$ cat config.mk
export PLATFORM = sky130hd
export DESIGN_NAME = aligned_pair_identity
export DESIGN_NICKNAME = d
export VERILOG_FILES = /design/src/apid_pkg.sv /design/src/apid_cnt.sv /design/src/apid_div.sv /design/src/aligned_pair_identity.sv
export VERILOG_INCLUDE_DIRS = /design/src /design/src/src
export SDC_FILE = /design/constraint.sdc
export NUM_CORES = 1
export LEC_CHECK = 0
export ABC_AREA = 0
export BUFFER_PORTS_ARGS = -buffer_cell sky130_fd_sc_hd__buf_2
export CAP_MARGIN = 40
export CORE_MARGIN = 1.5
export CORE_UTILIZATION = 40
export DETAILED_ROUTE_END_ITERATION = 16
export PLACE_DENSITY = 0.61
export SKIP_LAST_GASP = 1
export SYNTH_ARGS = -nofsm -noshare
export SYNTH_HDL_FRONTEND = slang
export SYNTH_SLANG_ARGS = --single-unit
$ cat constraint.sdc
create_clock -name clk -period 7.5 [get_ports clk]
set_input_delay 0.375 -clock clk [delete_from_list [all_inputs] [get_ports clk]]
set_output_delay 0.375 -clock clk [all_outputs]
set_load 0.1 [all_outputs]
$ cat src/aligned_pair_identity_defines.svh
// ---------------------------------------------------------------------------
// aligned_pair_identity_defines.svh
// Assertion macros shared by the pair identity RTL.
// ---------------------------------------------------------------------------
`ifndef ALIGNED_PAIR_IDENTITY_DEFINES_SVH
`define ALIGNED_PAIR_IDENTITY_DEFINES_SVH

// Same-cycle implication, disabled in reset.
`define APID_ASSERT_IMP(label, clk, rst, ante, cons, msg) \
  label: assert property (@(posedge clk) disable iff (rst) (ante) |-> (cons)) \
    else $error(msg);

// Next-cycle implication, disabled in reset.
`define APID_ASSERT_NXT(label, clk, rst, ante, cons, msg) \
  label: assert property (@(posedge clk) disable iff (rst) (ante) |=> (cons)) \
    else $error(msg);

`endif

$ cat src/apid_pkg.sv
// ---------------------------------------------------------------------------
// apid_pkg
// Types and constants for the aligned pair identity block.
// ---------------------------------------------------------------------------
`timescale 1ns / 1ps

package apid_pkg;

  localparam int RES_W           = 8;
  localparam int Q_W             = 17;
  localparam int MAX_COLUMNS_DEF = 65536;
  localparam int DIV_STEPS       = Q_W;  // one quotient bit per step

  localparam logic [RES_W-1:0] GAP_CHAR     = 8'd45;   // '-'
  localparam logic [Q_W-1:0]   ONE_Q16      = 17'h10000;
  localparam logic [Q_W-1:0]   THRESH_RESET = 17'd45875;

  typedef struct packed {
    logic [RES_W-1:0] residue_a;
    logic [RES_W-1:0] residue_b;
    logic             last_column;
  } in_item_t;

  typedef struct packed {
    logic [Q_W-1:0] match_count;
    logic [Q_W-1:0] length_a;
    logic [Q_W-1:0] length_b;
    logic [Q_W-1:0] identity_a;
    logic [Q_W-1:0] identity_b;
    logic           above_a;
    logic           above_b;
  } out_item_t;

  typedef struct packed {
    logic           done;
    logic           rem_nz;
    logic [Q_W-1:0] quot;
  } div_res_t;

  typedef enum logic [2:0] {
    ST_IDLE,
    ST_LOAD_A,
    ST_WAIT_A,
    ST_LOAD_B,
    ST_WAIT_B
  } state_t;

endpackage

$ cat src/apid_cnt.sv
// ---------------------------------------------------------------------------
// apid_cnt
// Per-column counters: non-gap columns of each sequence and matching columns.
// ---------------------------------------------------------------------------
`timescale 1ns / 1ps

module apid_cnt #(
  parameter int MAX_COLUMNS = apid_pkg::MAX_COLUMNS_DEF,
  parameter int CNT_W       = $clog2(MAX_COLUMNS + 1)
) (
  input  logic                clk,
  input  logic                rst,
  input  logic                accept,
  input  apid_pkg::in_item_t  item,
  output logic [CNT_W-1:0]    m_now,
  output logic [CNT_W-1:0]    la_now,
  output logic [CNT_W-1:0]    lb_now
);

  localparam logic [CNT_W-1:0] MAX_C = CNT_W'(MAX_COLUMNS);

  logic [CNT_W-1:0] match_cnt;
  logic [CNT_W-1:0] nongap_a;
  logic [CNT_W-1:0] nongap_b;
  logic             gap_a;
  logic             gap_b;
  logic             hit;

  function automatic logic [CNT_W-1:0] sat_inc(input logic [CNT_W-1:0] v);
    return (v >= MAX_C) ? MAX_C : v + 1'b1;
  endfunction

  // counts including the column on the inputs now
  always_comb begin
    gap_a  = (item.residue_a == apid_pkg::GAP_CHAR);
    gap_b  = (item.residue_b == apid_pkg::GAP_CHAR);
    hit    = !gap_a && !gap_b && (item.residue_a == item.residue_b);
    la_now = gap_a ? nongap_a : sat_inc(nongap_a);
    lb_now = gap_b ? nongap_b : sat_inc(nongap_b);
    m_now  = hit ? sat_inc(match_cnt) : match_cnt;
  end

  always_ff @(posedge clk) begin
    if (rst) begin
      match_cnt <= '0;
      nongap_a  <= '0;
      nongap_b  <= '0;
    end else if (accept) begin
      if (item.last_column) begin
        match_cnt <= '0;
        nongap_a  <= '0;
        nongap_b  <= '0;
      end else begin
        match_cnt <= m_now;
        nongap_a  <= la_now;
        nongap_b  <= lb_now;
      end
    end
  end

endmodule

$ cat src/apid_div.sv
// ---------------------------------------------------------------------------
// apid_div
// Shared restoring divider: floor(num * 2^16 / den), one quotient bit a cycle.
// Needs num <= den; den held stable while running.
// ---------------------------------------------------------------------------
`timescale 1ns / 1ps
`include "aligned_pair_identity_defines.svh"

module apid_div #(
  parameter int CNT_W = $clog2(apid_pkg::MAX_COLUMNS_DEF + 1)
) (
  input  logic               clk,
  input  logic               rst,
  input  logic               start,
  input  logic [CNT_W-1:0]   num,
  input  logic [CNT_W-1:0]   den,
  output apid_pkg::div_res_t res
);

  localparam int STEP_W = $clog2(apid_pkg::DIV_STEPS);
  localparam logic [STEP_W-1:0] LAST_STEP = STEP_W'(apid_pkg::DIV_STEPS - 1);

  logic                     running;
  logic                     done;
  logic [STEP_W-1:0]        step;
  logic [CNT_W-1:0]         rem;
  logic [apid_pkg::Q_W-1:0] quot;
  logic [CNT_W:0]           trial;
  logic [CNT_W:0]           diff;
  logic                     ge;

  // first step tests num itself (quotient bit 16), then shift-and-subtract
  always_comb begin
    trial = (step == '0) ? {1'b0, rem} : {rem, 1'b0};
    ge    = (trial >= {1'b0, den});
    diff  = trial - {1'b0, den};
  end

  always_ff @(posedge clk) begin
    if (rst) begin
      running <= 1'b0;
      done    <= 1'b0;
      step    <= '0;
    end else begin
      done <= 1'b0;
      if (start) begin
        running <= 1'b1;
        step    <= '0;
      end else if (running) begin
        if (step == LAST_STEP) begin
          running <= 1'b0;
          done    <= 1'b1;
        end
        step <= step + 1'b1;
      end
    end
  end

  always_ff @(posedge clk) begin
    if (start) begin
      rem  <= num;
      quot <= '0;
    end else if (running) begin
      rem  <= ge ? diff[CNT_W-1:0] : trial[CNT_W-1:0];
      quot <= {quot[apid_pkg::Q_W-2:0], ge};
    end
  end

  assign res.done   = done;
  assign res.rem_nz = (rem != '0);
  assign res.quot   = quot;

  `APID_ASSERT_IMP(a_div_start_idle, clk, rst, start, !running, "divider restarted while busy")
  `APID_ASSERT_NXT(a_div_done_pulse, clk, rst, done, !done && !running, "done not a single pulse")
  `APID_ASSERT_IMP(a_div_step_bound, clk, rst, running, step <= LAST_STEP, "divider step overrun")

endmodule

$ cat src/aligned_pair_identity.sv
// ---------------------------------------------------------------------------
// aligned_pair_identity
// Pairwise identity of two aligned sequences, one column per item.
// ---------------------------------------------------------------------------
// Columns are taken one per cycle while busy is low. After the column with
// last_column set, busy stays high while one shared 17-step divider computes
// identity_a and then identity_b.
// The result then appears for a single cycle with result_valid; it is not
// held, so the receiver must take it in that cycle. The threshold flags come
// from the same divider's quotient and remainder, with no multiplier.
// The threshold register may be written only while the block is idle.
`timescale 1ns / 1ps
`include "aligned_pair_identity_defines.svh"

module aligned_pair_identity #(
  parameter int MAX_COLUMNS = apid_pkg::MAX_COLUMNS_DEF
) (
  input  logic                     clk,
  input  logic                     rst,
  input  logic                     start,
  input  apid_pkg::in_item_t       item,
  output logic                     busy,
  input  logic                     cfg_we,
  input  logic [apid_pkg::Q_W-1:0] cfg_data,
  output logic                     result_valid,
  output apid_pkg::out_item_t      result
);

  localparam int CNT_W = $clog2(MAX_COLUMNS + 1);
  localparam int Q_W   = apid_pkg::Q_W;

  apid_pkg::state_t   state;
  apid_pkg::state_t   state_next;
  apid_pkg::div_res_t div_res;

  logic             accept;
  logic [CNT_W-1:0] m_now;
  logic [CNT_W-1:0] la_now;
  logic [CNT_W-1:0] lb_now;
  logic [CNT_W-1:0] snap_m;
  logic [CNT_W-1:0] snap_la;
  logic [CNT_W-1:0] snap_lb;
  logic [CNT_W-1:0] den;
  logic [Q_W-1:0]   threshold;
  logic [Q_W-1:0]   id_cur;
  logic             above_cur;
  logic [Q_W-1:0]   id_a;
  logic             above_a;
  logic             div_start;
  logic             sel_b;

  assign busy   = (state != apid_pkg::ST_IDLE);
  assign accept = start && !busy;

  apid_cnt #(
    .MAX_COLUMNS(MAX_COLUMNS),
    .CNT_W      (CNT_W)
  ) u_cnt (
    .clk   (clk),
    .rst   (rst),
    .accept(accept),
    .item  (item),
    .m_now (m_now),
    .la_now(la_now),
    .lb_now(lb_now)
  );

  assign sel_b = (state == apid_pkg::ST_LOAD_B) || (state == apid_pkg::ST_WAIT_B);
  assign den   = sel_b ? snap_lb : snap_la;

  apid_div #(
    .CNT_W(CNT_W)
  ) u_div (
    .clk  (clk),
    .rst  (rst),
    .start(div_start),
    .num  (snap_m),
    .den  (den),
    .res  (div_res)
  );

  // m*2^16 = q*len + r, so m*2^16 > thr*len exactly when q > thr, or q == thr and r != 0
  always_comb begin
    id_cur    = (den == '0) ? '0 : div_res.quot;
    above_cur = (den != '0) &&
                ((div_res.quot > threshold) ||
                 ((div_res.quot == threshold) && div_res.rem_nz));
  end

  always_ff @(posedge clk) begin
    if (rst) begin
      state <= apid_pkg::ST_IDLE;
    end else begin
      state <= state_next;
    end
  end

  always_comb begin
    state_next = state;
    div_start  = 1'b0;
    unique case (state)
      apid_pkg::ST_IDLE: begin
        if (accept && item.last_column) begin
          state_next = apid_pkg::ST_LOAD_A;
        end
      end
      apid_pkg::ST_LOAD_A: begin
        div_start  = 1'b1;
        state_next = apid_pkg::ST_WAIT_A;
      end
      apid_pkg::ST_WAIT_A: begin
        if (div_res.done) begin
          state_next = apid_pkg::ST_LOAD_B;
        end
      end
      apid_pkg::ST_LOAD_B: begin
        div_start  = 1'b1;
        state_next = apid_pkg::ST_WAIT_B;
      end
      apid_pkg::ST_WAIT_B: begin
        if (div_res.done) begin
          state_next = apid_pkg::ST_IDLE;
        end
      end
      default: begin
        state_next = apid_pkg::ST_IDLE;
      end
    endcase
  end

  always_ff @(posedge clk) begin
    if (rst) begin
      threshold <= apid_pkg::THRESH_RESET;
    end else if (cfg_we) begin
      threshold <= cfg_data;
    end
  end

  always_ff @(posedge clk) begin
    if (rst) begin
      result_valid <= 1'b0;
    end else begin
      result_valid <= (state == apid_pkg::ST_WAIT_B) && div_res.done;
    end
  end

  always_ff @(posedge clk) begin
    if (accept && item.last_column) begin
      snap_m  <= m_now;
      snap_la <= la_now;
      snap_lb <= lb_now;
    end
    if ((state == apid_pkg::ST_WAIT_A) && div_res.done) begin
      id_a    <= id_cur;
      above_a <= above_cur;
    end
    if ((state == apid_pkg::ST_WAIT_B) && div_res.done) begin
      result.match_count <= Q_W'(snap_m);
      result.length_a    <= Q_W'(snap_la);
      result.length_b    <= Q_W'(snap_lb);
      result.identity_a  <= id_a;
      result.identity_b  <= id_cur;
      result.above_a     <= above_a;
      result.above_b     <= above_cur;
    end
  end

  `APID_ASSERT_IMP(a_res_after_div, clk, rst, result_valid, !busy && ($past(state) == apid_pkg::ST_WAIT_B), "result without finished division")
  `APID_ASSERT_NXT(a_last_goes_busy, clk, rst, accept && item.last_column, busy, "last column did not start division")
  `APID_ASSERT_IMP(a_id_range, clk, rst, result_valid, (result.identity_a <= apid_pkg::ONE_Q16) && (result.identity_b <= apid_pkg::ONE_Q16), "identity above one")

endmodule
==> flow_summary_export.csv <==
group,metric,value,unit
run_status,status,"finished, final reports clean",
timing,finalSetupViolations,0,
cells_and_area,syn_to_final_growth,15.4,%
cells_and_area,largest_register_ffs,87,
synth,synth-xor-area-share,2.91,%
synth,yosys_register_bits,269,
floorplan,rows,65,
cells_and_area,drive_gt1_share,16.8,%
synth,syn-cell-area,12900,um^2
timing,rsz0062_at_grt,"false",
worst_hold_path,hold_depth,3,
floorplan,pin_count,127,
placement,dp_hpwl,23.3,mm
synth,synth_top_family_by_area,"simple AND/OR/NAND/NOR gates",
synth,synth_simple_gate_area_share,17.0,%
critical_path,critPathMaxFanout,30,
floorplan,dieArea,33400,um^2
cts,root_buffer,"clkbuf_16",
cts,post_cts_resized,0,
synth,syn_avg_cell_area,10.7,um^2
timing,slew_headroom,40.1,%
floorplan,core,31700,um^2
drt,postRouteAntennaNets,0,
global_routing,antenna_found_initial,1,
floorplan,die_y,183,um
cts,cts_buffer_depth,3,
drt,firstDrtPassIters,5,
timing,layout_min_cycle_time,4.44,ns
power_and_ir_drop,vdd_ir_drop_max,0.153,mV
timing,fin_tns_setup,0,ns
synth,synth_cells,1210,
placement,gp_congestion,0.843,
placement,pre_cts_ws,3.16,ns
timing,finClkSkew,0.00694,ns
critical_path,r2r_cells,10,
timing,worst_slew_pin_slew,0.897,ns
critical_path,worstPathArrival,4.74,ns
power_and_ir_drop,powerDensity,238,nW/um^2
cts,cts_tree,"done",
cells_and_area,nFillCells,2959,
job,cap_violations,0,
cells_and_area,num_antenna_cells,0,
critical_path,endpoint_kind,"register",
global_routing,grt_max_degree,53,
global_routing,grt_pass1_vias,9128,
drt,drt_iter0_drc,736,
worst_hold_path,hold_path_class,"in -> reg",
timing,period_share,59.2,%
floorplan,die_w,183,um
synth,synthMuxAreaShare,3.21,%
synth,seq_area_frac_synth,55.0,%
timing,slew_viol_final,0,
synth,yosysWarningCount,0,
power_and_ir_drop,leakagePower,0.00570,uW
cts,post_cts_buffers,0,
drt,num_vias,9640,
synth,ys.flop_type,"edfxtp_1",
drt,drc,0,
synth,synth_nets,1291,
timing,fmax,0.225,GHz
critical_path,startpoint_type,"register",
synth,synthAdderAreaFrac,4.22,%
cts,insertion_delay,0.54,ns
placement,io_buffers,126,
global_routing,grt_usage,19.3,%
synth,synth_compound_area_share,14.2,%
cts,cts_buffers,29,
drt,wl_per_cell,18.6,um
drt,routed_wl,32.6,mm
global_routing,grt_pass1_wl,51.0,mm
critical_path,required,7.80,ns
timing,final_hold_viol_count,0,
timing,fin_ws,3.06,ns
drt,viasPerCell,5.51,
synth,netlist-cell-type-count,85,
cells_and_area,fin_nets,1406,
cts,htree_levels,1,
critical_path,path_class,"reg -> reg",
cts,clkSinkCount,269,
cts,cts_hold_buf,0,
floorplan,initial_core_util,40.8,%
cells_and_area,top_register,"result",
global_routing,grt_overflow_total,0,
synth,synth-async-reset-ratio,0,%
synth,synth_edf_count,173,
cts,cts.clk_slew.worst_paths,0.06,ns
-- placed cells by master (no fill, tap or decap), drive strengths merged, types with 17 or more instances in the layout --
cell	count
mux2i	37
dfxtp	96
ha	42
nor2	139
nor3	18
xor2	24
edfxtp	173
o21ai	95
a21oi	35
nand4	17
xnor2	19
clkbuf	47
buf	143
nand2	131
nand3	26
nor2b	26
inv	44
-- worst max-delay path, cell delays in order (launching register included) --
cell and delay (ns):
dfxtp_1 0.91, or3b_1 0.58, o21ai_4 0.22, mux2i_1 0.20, ha_1 0.48, nand4_1 0.23, or2_1 0.32, o41a_2 0.54
o211a_4 0.24, and3_1 0.21, a221o_1 0.25
-- cells by family after synthesis --
| logic type | count (synthesis) |
|---|---|
| and+or+nand+nor | 446 |
| DFF | 269 |
| AOI/OAI and AO/OA | 267 |
| buffers and inverters | 101 |
| xor gates and xnor gates | 43 |
| adders and majority gates | 43 |
| muxes | 41 |
-- area by class of cell --
class	count	area [um^2]	area share, %
clock buffer	47	917	6.14
clock inverter	7	50.0	0.335
inverter	41	154	1.03
multi-input combinational	840	5400	36.2
sequential	269	7120	47.7
tap	402	503	3.37
timing repair buffer	144	786	5.26
-- Yosys cell counts, types with 6 or more instances --
cell type / instances / area, um^2
edfxtp_1: 173 / 5190
nor2_1: 137 / 514
nand2_1: 131 / 492
dfxtp_1: 96 / 1920
o21ai_0: 87 / 435
ha_1: 42 / 526
inv_1: 41 / 154
clkbuf_1: 38 / 143
mux2i_1: 37 / 370
a21oi_1: 34 / 170
nand3_1: 26 / 130
nor2b_1: 26 / 163
xor2_1: 24 / 210
xnor2_1: 19 / 166
nand4_1: 16 / 100
a22o_1: 15 / 131
a31oi_1: 15 / 93.8
nor3_1: 15 / 75.1
and3_1: 13 / 81.3
or3_1: 13 / 81.3
a22oi_1: 11 / 82.6
nor4_1: 11 / 68.8
o221ai_1: 11 / 96.3
a211oi_1: 10 / 75.1
a21o_1: 10 / 75.1
buf_2: 10 / 50.1
nor3b_1: 10 / 75.1
nand2b_1: 9 / 56.3
o211ai_1: 9 / 67.6
o31ai_1: 8 / 60.1
and4_1: 6 / 52.6
-- layer usage --
metal / vias to the layer above / routed length (um) / GRT usage [%]
met4: 2 / 776 / 5.54
met1: 4607 / 14900 / 26.8
met2: 288 / 15000 / 31.4
li1: 4688 / - / -
met3: 55 / 1950 / 3.08
met5: - / 13 / 0
-- report_power, final --
part           internal [uW]  switching [uW]
clock                    838             580
combinational            183             293
sequential              1620            39.9
total                   2640             912
-- through the flow --
stage | area [um^2] | instances | hold WS, ns | power, uW | utilization [%]
after floorplan | 12900 | 1210 | 0.400 | 2030 | -
after global placement | 13900 | 1691 | 0.402 | 2160 | 43.8
after detailed placement | 13900 | 1695 | 0.405 | 2160 | 44.0
after CTS | 14900 | 1749 | 0.0482 | 3590 | 47.0
after global routing | 14900 | 1750 | 0.0614 | 3710 | 47.1
final | 14900 | 1750 | 0.0708 | 3560 | 47.1
-- path summary, 6_finish.rpt --
| kind | startpoint | to | slack (ns) |
|---|---|---|---|
| worst min-delay path | cfg_data[8] | threshold[8]$_SDFFE_PP1P_ | 0.07 |
| worst max register to register | state[0]$_SDFFE_PP0P_ | u_div.rem[13]$_DFFE_PP_ | 3.06 |
| worst max-delay path | state[0]$_SDFFE_PP0P_ | u_div.rem[13]$_DFFE_PP_ | 3.06 |
| worst min register to register | id_a[14]$_DFFE_PP_ | result[33]$_DFFE_PP_ | 0.42 |
(Power assumes the default switching activity.)
